**config.mk**
```make
export PLATFORM = sky130hd
export DESIGN_NAME = lob_lvl_tab
export DESIGN_NICKNAME = d
export VERILOG_FILES = /design/src/rtl/core/lob_pkg.sv /design/src/rtl/core/lob_lvl_tab.sv
export SDC_FILE = /design/constraint.sdc
export NUM_CORES = 2
export LEC_CHECK = 0
export ABC_AREA = 0
export BUFFER_PORTS_ARGS = -buffer_cell sky130_fd_sc_hd__buf_4
export CELL_PAD_IN_SITES_DETAIL_PLACEMENT = 0
export CELL_PAD_IN_SITES_GLOBAL_PLACEMENT = 2
export CORE_AREA = 2 2 452 454
export CTS_BUF_LIST = sky130_fd_sc_hd__clkbuf_16
export CTS_CLUSTER_DIAMETER = 100
export DETAILED_ROUTE_END_ITERATION = 10
export DIE_AREA = 0 0 454 456
export GPL_TIMING_DRIVEN = 0
export PLACE_DENSITY = 0.87
export SETUP_SLACK_MARGIN = 0.15
export SLEW_MARGIN = 40
export SYNTH_ARGS = -nofsm -noshare
export SYNTH_HDL_FRONTEND = slang
export SYNTH_SLANG_ARGS = --single-unit
```
**constraint.sdc**
```tcl
create_clock -name clk -period 4.8 [get_ports clk]
set_input_delay 0.72 -clock clk [delete_from_list [all_inputs] [get_ports clk]]
set_output_delay 0.72 -clock clk [all_outputs]
set_load 0.02 [all_outputs]
```
**src/rtl/core/lob_pkg.sv**
```systemverilog
// Shared types, sizes and codes of the limit order book engine.
`default_nettype none
package lob_pkg;

  localparam int ORDER_SLOTS = 64;
  localparam int LEVEL_SLOTS = 64;
  localparam int OIDX_W = $clog2(ORDER_SLOTS);
  localparam int LIDX_W = $clog2(LEVEL_SLOTS);
  localparam int HELD_W = $clog2(ORDER_SLOTS + 1);
  localparam int SCAN_W = $clog2(((ORDER_SLOTS > LEVEL_SLOTS) ? ORDER_SLOTS : LEVEL_SLOTS) + 1);

  typedef enum logic [1:0] {
    OP_ADD    = 2'd0,
    OP_CANCEL = 2'd1,
    OP_MODIFY = 2'd2,
    OP_LOOKUP = 2'd3
  } lob_op_t;

  typedef enum logic [2:0] {
    ST_OK         = 3'd0,
    ST_NOT_FOUND  = 3'd1,
    ST_DUPLICATE  = 3'd2,
    ST_ORDER_FULL = 3'd3,
    ST_LEVEL_FULL = 3'd4
  } lob_status_t;

  typedef struct packed {
    logic [1:0]  op;
    logic [31:0] order_id;
    logic        is_buy;
    logic [31:0] limit_price;
  } lob_req_t;

  typedef struct packed {
    logic [2:0]  status;
    logic [6:0]  order_count;
    logic [31:0] best_bid;
    logic        bid_valid;
    logic [31:0] best_ask;
    logic        ask_valid;
  } lob_rsp_t;

  typedef struct packed {
    logic [31:0] id;
    logic        buy;
    logic [31:0] price;
  } lob_slot_t;

  typedef struct packed {
    logic              en;
    logic              used;
    logic [OIDX_W-1:0] addr;
    lob_slot_t         data;
  } lob_slot_wr_t;

  typedef struct packed {
    logic              buy;
    logic [31:0]       price;
    logic [HELD_W-1:0] orders;
  } lob_lvl_t;

  typedef struct packed {
    logic              en;
    logic              used;
    logic [LIDX_W-1:0] addr;
    lob_lvl_t          data;
  } lob_lvl_wr_t;

endpackage
`default_nettype wire

```
**src/rtl/core/lob_lvl_tab.sv**
```systemverilog
// Price level table: synchronous memory of levels with per-level used flags.
`default_nettype none
module lob_lvl_tab (
  input  logic                       clk,
  input  logic                       rst_n,
  input  lob_pkg::lob_lvl_wr_t       wr,
  input  logic [lob_pkg::LIDX_W-1:0] rd_addr,
  output lob_pkg::lob_lvl_t          rd_data,
  output logic                       rd_used
);
  import lob_pkg::*;

  lob_lvl_t               mem [LEVEL_SLOTS];
  logic [LEVEL_SLOTS-1:0] used_r;
  lob_lvl_t               rd_data_r;
  logic                   rd_used_r;

  always_ff @(posedge clk) begin
    if (wr.en) begin
      mem[wr.addr] <= wr.data;
    end
    rd_data_r <= mem[rd_addr];
  end

  always_ff @(posedge clk) begin
    if (!rst_n) begin
      used_r <= '0;
    end else if (wr.en) begin
      used_r[wr.addr] <= wr.used;
    end
    rd_used_r <= used_r[rd_addr];
  end

  assign rd_data = rd_data_r;
  assign rd_used = rd_used_r;

endmodule
`default_nettype wire

```
==> flow_summary.yaml <==
finish:
  most-common-layout-cells: "2560 x edfxtp_1, 634 x mux4_2, 290 x clkbuf_16"
  syn_to_final_growth_pct: 17.3
  final_common_cell: "edfxtp_1"
  layout-drive-gt1-share_pct: 29.2
  seqCellArea_um2: 79000
  fin_area_um2: 118000
  multiInputGateArea_um2: 20800
  fill_cells: 13800
  final_cells: 7904
  fin_util_pct: 58.4
  nNetsFinal: 5084
routing:
  final_antenna_net_count: 0
  drtIter0Drc: 8251
  first_pass_iters: 6
  wl_per_cell_um: 36.5
  drt_wl_total_mm: 288
  drc: 0
  routed-via-count: 52000
  via_per_inst: 6.58
die:
  die_w_um: 454
  die-area_um2: 207000
  coreArea_um2: 202000
  start_util_pct: 49.8
  die_h_um: 456
  rows: 165
  io_pins: 97
logic_synthesis:
  synthArstFlopShare_pct: 0
  synthMuxAreaShare_pct: 15.4
  syn_nets: 4500
  synth_fa_ha_area_share_pct: 0
  synth_top_family_by_area: "multiplexers"
  synth_compound_area_share_pct: 3.47
  synth_warnings: 0
  syn-cell-area_um2: 100000
  synth_flop_cell: "edfxtp_1"
  synth_xor_xnor_area_share_pct: 0
  ys_seq_area_share_pct: 78.6
  avgSynthCellArea_um2: 22.6
  synth_cells: 4444
  ys_ff_latch: 2665
  synth_edf_count: 2560
  synth_cell_type_count: 42
  yosys.area_share.simple_pct: 1.25
place:
  place_hpwl_mm: 196
  io_buffer_count: 89
  finalWeightedCongestion: 0.852
  dp.cells: 7414
  post_dp_cell_area_um2: 109000
setup_path:
  critPathLaunchType: "primary input"
  crit_required_ns: 5.62
  slowest_delay_ns: 0.79
  cpMostUsedCell: "buf_2"
  reg2reg_slack_ns: 2.55
  cpLargestDelayFamily: "buffers and inverters"
  crit_slowest_cell: "a221oi_1"
  crit_chain: "buf_4 -> buf_4 -> buf_2 -> buf_2 -> buf_2 -> mux2i_1 -> a221oi_1 -> o22a_1"
  end_kind: "flip-flop"
  crit_buf_inv: 5
  crit_type: "in -> reg"
  arrival_ns: 4.25
  cp_max_fo: 10
sta:
  fin_crit_ns: 3.42
  worst_pin_slew_ns: 0.940
  finalSetupViolations: 0
  rsz0062_at_grt: "no"
  fin_skew_ns: 0.0574
  drv_slew: 0
  relSlewSlack_pct: 37.3
  setup_tns_ns: 0
  max_freq_mhz: 292
  timing.final.crit_share_pct: 71.3
  hold_viol: 0
clock_network:
  cts-resized-gates: 0
  tritoncts: "yes"
  root_buffer: "clkbuf_16"
  post-cts-setup-buffers: 0
  ctsHoldBuffers: 0
  cts_buffers: 281
  cts_buffer_depth: 4
  worstSkewPairLatency_ns: 0.92
  cts_htree_levels: 5
  cts_sinks: 2665
  clk_pin_slew_ns: 0.06
grt:
  grt_util_all_layers_pct: 27.8
  antenna_found_initial: 6
  grt_max_degree: 65
  grt_first_pass_wirelength_mm: 399
  grt_pass1_vias: 51700
  grt_overflow_total: 0
run_status:
  outcome: "completed"
min_path:
  hp-class: "in -> reg"
power:
  p_per_area_nw_per_um2: 413
  irDropWorstVdd_v: 0.000389
  leakage_nw: 37.3
job:
  cap_violations: 0
## per-layer routing
metal	global-route usage (%)	vias up	part of all wire, %
met1	36.3	27400	35
li1	-	20200	-
met3	7.52	753	12
met4	14.1	0	6.0
met5	0	-	0
met2	43.3	3678	47
## where the power goes
group	leakage (nW)	total (mW)	internal, mW	switching [mW]
clock network	4.43	20.3	11.6	8.68
logic	8.95	2.61	0.879	1.73
registers	23.9	25.7	25.7	0.0522
## sequential cells by signal, indices dropped and copies added, names as in the netlist
name	count
used_r	64
rd_data	40
mem	2560
rd_used	1
## cells by family after synthesis
group                  count (synthesis)
flip-flops                          2665
multiplexers                         757
AO/OA/AOI/OAI                        487
AND/OR/NAND/NOR                      274
buffers and inverters                261
## final cells by class
| type | count | share of cell area [%] |
|---|---|---|
| flip-flops and latches | 2665 | 67.0 |
| plain buffers | 259 | 1.07 |
| diodes | 9 | 0.0191 |
| clock inverters | 188 | 1.03 |
| inverters | 2 | 0.00637 |
| well taps | 2672 | 2.84 |
| repair buffers | 301 | 4.25 |
| clock buffers | 290 | 6.16 |
| multi-input cells | 1518 | 17.6 |
## cell usage after synthesis, types with 29 or more instances
| cell | instances | share of area [%] |
|---|---|---|
| edfxtp_1 | 2560 | 77 |
| dfxtp_1 | 105 | 2.1 |
| o21ai_0 | 59 | 0.29 |
| nand3_1 | 35 | 0.17 |
| buf_4 | 35 | 0.26 |
| mux2i_1 | 118 | 1.2 |
| nor2_1 | 83 | 0.31 |
| a21boi_0 | 54 | 0.40 |
| clkbuf_1 | 114 | 0.43 |
| buf_2 | 85 | 0.42 |
| nand2_1 | 75 | 0.28 |
| o221ai_1 | 68 | 0.59 |
| o22ai_1 | 91 | 0.57 |
| mux4_2 | 634 | 14 |
| a21oi_1 | 29 | 0.14 |
| a22oi_1 | 76 | 0.57 |
| o22a_1 | 56 | 0.49 |
## through the flow
step | setup WS, ns | hold WS, ns | power (mW)
after floorplan | 1.12 | 0.454 | 27.5
after global placement | -1.98 | 0.464 | 28.7
after detailed placement | 0.577 | 0.476 | 28.8
after CTS | 1.52 | 0.308 | 48.8
after global routing | 1.45 | 0.347 | 49.8
final | 1.38 | 0.347 | 48.7
## path summary, 6_finish.rpt
kind	startpoint	to	cells after the start
max	rd_addr[1]	rd_data[21]$_DFF_P_	8
min	wr[0]	mem[2][0]$_DFFE_PP_	1
max reg2reg	mem[16][34]$_DFFE_PP_	rd_data[34]$_DFF_P_	5
min reg2reg	used_r[45]$_SDFFE_PN0P_	used_r[45]$_SDFFE_PN0P_	2
Note: power is estimated with default switching activity, not from simulation.
