### config.mk
export PLATFORM = sky130hd
export DESIGN_NAME = lob_slot_tab
export DESIGN_NICKNAME = d
export VERILOG_FILES = /design/src/rtl/core/lob_pkg.sv /design/src/rtl/core/lob_slot_tab.sv
export SDC_FILE = /design/constraint.sdc
export NUM_CORES = 2
export LEC_CHECK = 0
export BUFFER_PORTS_ARGS = -buffer_cell sky130_fd_sc_hd__buf_2
export CORE_ASPECT_RATIO = 1.1
export CORE_MARGIN = 2
export CORE_UTILIZATION = 40
export DETAILED_ROUTE_END_ITERATION = 7
export GPL_TIMING_DRIVEN = 0
export SYNTH_ARGS = -nofsm -noshare
export SYNTH_HDL_FRONTEND = slang
export SYNTH_MEMORY_MAX_BITS = 65536
export SYNTH_SLANG_ARGS = --single-unit
### constraint.sdc
create_clock -name clk -period 6.98 [get_ports clk]
set_clock_uncertainty 0.15 [all_clocks]
set_input_delay 1.047 -clock clk [delete_from_list [all_inputs] [get_ports clk]]
set_output_delay 1.047 -clock clk [all_outputs]
set_load 0.01 [all_outputs]
### src/rtl/core/lob_pkg.sv
// Shared types, sizes and codes of the limit order book engine.
`default_nettype none
package lob_pkg;

  localparam int ORDER_SLOTS = 64;
  localparam int LEVEL_SLOTS = 64;
  localparam int OIDX_W = $clog2(ORDER_SLOTS);
  localparam int LIDX_W = $clog2(LEVEL_SLOTS);
  localparam int HELD_W = $clog2(ORDER_SLOTS + 1);
  localparam int SCAN_W = $clog2(((ORDER_SLOTS > LEVEL_SLOTS) ? ORDER_SLOTS : LEVEL_SLOTS) + 1);

  typedef enum logic [1:0] {
    OP_ADD    = 2'd0,
    OP_CANCEL = 2'd1,
    OP_MODIFY = 2'd2,
    OP_LOOKUP = 2'd3
  } lob_op_t;

  typedef enum logic [2:0] {
    ST_OK         = 3'd0,
    ST_NOT_FOUND  = 3'd1,
    ST_DUPLICATE  = 3'd2,
    ST_ORDER_FULL = 3'd3,
    ST_LEVEL_FULL = 3'd4
  } lob_status_t;

  typedef struct packed {
    logic [1:0]  op;
    logic [31:0] order_id;
    logic        is_buy;
    logic [31:0] limit_price;
  } lob_req_t;

  typedef struct packed {
    logic [2:0]  status;
    logic [6:0]  order_count;
    logic [31:0] best_bid;
    logic        bid_valid;
    logic [31:0] best_ask;
    logic        ask_valid;
  } lob_rsp_t;

  typedef struct packed {
    logic [31:0] id;
    logic        buy;
    logic [31:0] price;
  } lob_slot_t;

  typedef struct packed {
    logic              en;
    logic              used;
    logic [OIDX_W-1:0] addr;
    lob_slot_t         data;
  } lob_slot_wr_t;

  typedef struct packed {
    logic              buy;
    logic [31:0]       price;
    logic [HELD_W-1:0] orders;
  } lob_lvl_t;

  typedef struct packed {
    logic              en;
    logic              used;
    logic [LIDX_W-1:0] addr;
    lob_lvl_t          data;
  } lob_lvl_wr_t;

endpackage
`default_nettype wire

### src/rtl/core/lob_slot_tab.sv
// Order table: synchronous memory of resting orders with per-slot used flags.
`default_nettype none
module lob_slot_tab (
  input  logic                       clk,
  input  logic                       rst_n,
  input  lob_pkg::lob_slot_wr_t      wr,
  input  logic [lob_pkg::OIDX_W-1:0] rd_addr,
  output lob_pkg::lob_slot_t         rd_data,
  output logic                       rd_used
);
  import lob_pkg::*;

  lob_slot_t              mem [ORDER_SLOTS];
  logic [ORDER_SLOTS-1:0] used_r;
  lob_slot_t              rd_data_r;
  logic                   rd_used_r;

  always_ff @(posedge clk) begin
    if (wr.en) begin
      mem[wr.addr] <= wr.data;
    end
    rd_data_r <= mem[rd_addr];
  end

  always_ff @(posedge clk) begin
    if (!rst_n) begin
      used_r <= '0;
    end else if (wr.en) begin
      used_r[wr.addr] <= wr.used;
    end
    rd_used_r <= used_r[rd_addr];
  end

  assign rd_data = rd_data_r;
  assign rd_used = rd_used_r;

endmodule
`default_nettype wire

==> flow_summary_export.csv <==
group,metric,value,unit
sta,hold_viol_final,0,
synth,synth-seq-cells,4290,
setup_path,crit_arrival,5.62,ns
synth,synth_top_cells_by_count,"edfxtp_1 (4160), mux4_2 (1055), a22oi_1 (264), clkbuf_1 (172)",
run_status,status,"finished, violations left",
synth,yosys.area.top_type,"edfxtp_1",
route,wire_per_inst,37.4,µm
cells_and_area,nets,7789,
setup_path,crit_path_frequent_cell,"clkbuf_1",
cts,htree_levels,5,
setup_path,slowest_stage,"nand2_1",
synth,postSynthCellCount,6925,
sta,maxSlewHeadroom,-9.36,%
route,first_iter_violations,12600,
setup_path,endpoint_kind,"flip-flop",
placement,routabilityCongestion,0.835,
cts,cts_setup_buffers,0,
cts,clk_pin_slew,0.07,ns
sta,fmax,202,MHz
cells_and_area,final_cells,13400,
synth,synth_fp_nets,7006,
floorplan,rows,244,
power,ir_drop,0.000202,V
synth,async_flop_share,0,%
global_routing,first_global_vias,81400,
floorplan,core_area,401000,µm²
power,power.total,53.4,mW
global_routing,grt_util_all_layers,24.1,%
cells_and_area,area_growth,16.1,%
synth,synth_area,161000,µm²
setup_path,crit_chain,"buf_2, buf_4, clkbuf_1, nand2_1, clkbuf_1, o22ai_1, o21ai_0, and3_1",
cts,cts_tree,"done",
route,vias,82200,
synth,yosysMostFrequentCell,"edfxtp_1",
sta,rsz0062_at_grt,"false",
setup_path,crit_fanout,11,
placement,dp_hpwl,335000,µm
synth,ys_types,37,
synth,synth_top_area_share,77.5,%
synth,yosysSeqAreaShare,79.1,%
synth,synth_area_leaders,"edfxtp_1 (78%), mux4_2 (15%), dfxtp_1 (1.6%), a22oi_1 (1.2%), mux2i_1 (0.65%)",
setup_path,startpoint_type,"primary input",
power,power.leakage,57.6,nW
route,vias_per_cell,6.14,
cts,postCtsHoldBufs,0,
synth,ys.flop_type,"edfxtp_1",
route,dr.pass1.iters,6,
setup_path,critPathTopFamily,"simple AND/OR/NAND/NOR gates",
cts,numClockSinks,4290,
setup_path,worstPathRequired,7.65,ns
run_status,violations,"max-capacitance violations, max-slew violations",
cts,cts_buffers,404,
sta,fin_crit_sh,71.0,%
setup_path,timing.critical_path.buf_inv,4,
sta,tightest_slew,1.63,ns
synth,syn_avg_cell_area,23.3,µm²
synth,ys_warn_count,0,
cts,cts-root-buf,"clkbuf_16",
route,drc,0,
worst_hold_path,hold_path_class,"reg2reg",
floorplan,num_io_pins,147,
synth,synth_edf_count,4160,
placement,numPlacedInstances,12600,
floorplan,die-area,408000,µm²
global_routing,gr-total-overflow,0,
route,antenna_left,0,
cts,clk_latency,0.96,ns
sta,fin_tns_setup,0,ns
cells_and_area,drive_gt1_share,28.9,%
setup_path,cpPeakStageDelay,1.14,ns
power,power_density,285,nW/µm²
setup_path,crit_type,"in2reg",
global_routing,grt_max_degree,65,
job,drv_cap,5,
global_routing,antenna_found_initial,75,
sta,final-setup-viol-count,0,
route,routed_wirelength,500000,µm
floorplan,die_w,609,µm
global_routing,grt_pass1_wl,676000,µm
floorplan,start_util,40.1,%
sta,maxSlewViolCount,16,
sta,min_period,4.96,ns
floorplan,die_h,670,µm
cts,clk_path_buf_depth,4,
cts,cts_resized,0,
placement,port-buffer-count,142,
==> cells in the final DEF (no fill, tap or decap), types with 39 or more instances in the layout <==
master,n
edfxtp_1,4160
mux4_2,1055
clkbuf_16,407
a22oi_1,264
buf_2,260
clkbuf_1,252
buf_12,197
o22ai_1,130
dfxtp_1,130
nand3_1,110
mux2i_1,104
o21ai_0,95
buf_4,83
clkinv_2,77
nand2_1,65
nor2_4,64
o221ai_1,63
diode_2,59
clkinv_1,59
a21boi_0,54
and3_1,43
nor2b_1,41
a211oi_1,40
bufinv_16,39
==> where the power goes <==
group	internal (mW)	leakage (nW)	total (mW)	switching [mW]
Combinational	0.921	12.8	2.89	1.97
Clock	12.4	6.35	22.0	9.59
Sequential	28.5	38.5	28.5	0.0650
Total	41.8	57.6	53.4	11.6
==> cell type report <==
cell class	count	area, µm²
sequential	4290	128000
multi-input combinational	2219	32000
tap	5289	6620
buffer	416	2170
clock buffer	517	10800
timing repair buffer	377	5610
clock inverter	217	2230
fill	32300	214000
antenna	59	148
==> metal layers <==
| layer | track usage (%) | vias to the layer above | share of wire [%] |
|---|---|---|---|
| met3 | 5.83 | 1161 | 10 |
| met1 | 29.8 | 44500 | 35 |
| met2 | 40.1 | 5048 | 50 |
| met5 | 0 | - | 0.040 |
| li1 | - | 31500 | - |
| met4 | 10.9 | 34 | 4.9 |
==> worst register-to-register path, delay by kind of cell (launching register included) <==
kind / cells / cell delay [ns]
DFF: 1 / 0.32
AOI/OAI and AO/OA: 4 / 2.51
muxes: 1 / 0.28
==> path summary, 6_finish.rpt <==
kind                           startpoint                       to  slack, ns  cells after the start
setup / recovery               rd_addr[3]      rd_data[44]$_DFF_P_       2.02                      8
hold / removal    used_r[34]$_SDFFE_PN0P_  used_r[34]$_SDFFE_PN0P_       0.34                      2
setup reg to reg     mem[34][1]$_DFFE_PP_       rd_data[1]$_DFF_P_       3.61                      5
hold reg to reg   used_r[34]$_SDFFE_PN0P_  used_r[34]$_SDFFE_PN0P_       0.34                      2
==> cell families (layout without fill, tap and decap cells) <==
family          Yosys count  after routing  share of synthesized area (%)
mux                    1160           1160                           15.4
flops                  4290           4290                           79.1
buf+inv                 416           1527                           1.34
simple gates            359            359                           1.10
compound gates          700            700                           3.05
other cells               0             59                              0
==> state kept, by name, indices dropped and copies added (netlist names) <==
register  cells
mem        4160
rd_data      65
rd_used       1
used_r       64
==> through the flow <==
stage | hold slack (ns) | util, % | cell area (µm²) | setup WS (ns)
after global placement | 0.315 | 42.0 | 169000 | -4.13
after CTS | 0.334 | 46.5 | 187000 | 2.15
after global routing | 0.357 | 46.6 | 187000 | 2.02
after detailed placement | 0.324 | 43.3 | 174000 | 1.15
after floorplan | 0.304 | - | 161000 | 1.74
final | 0.340 | 46.6 | 187000 | 2.02
Power figures use the tool's default switching activity.
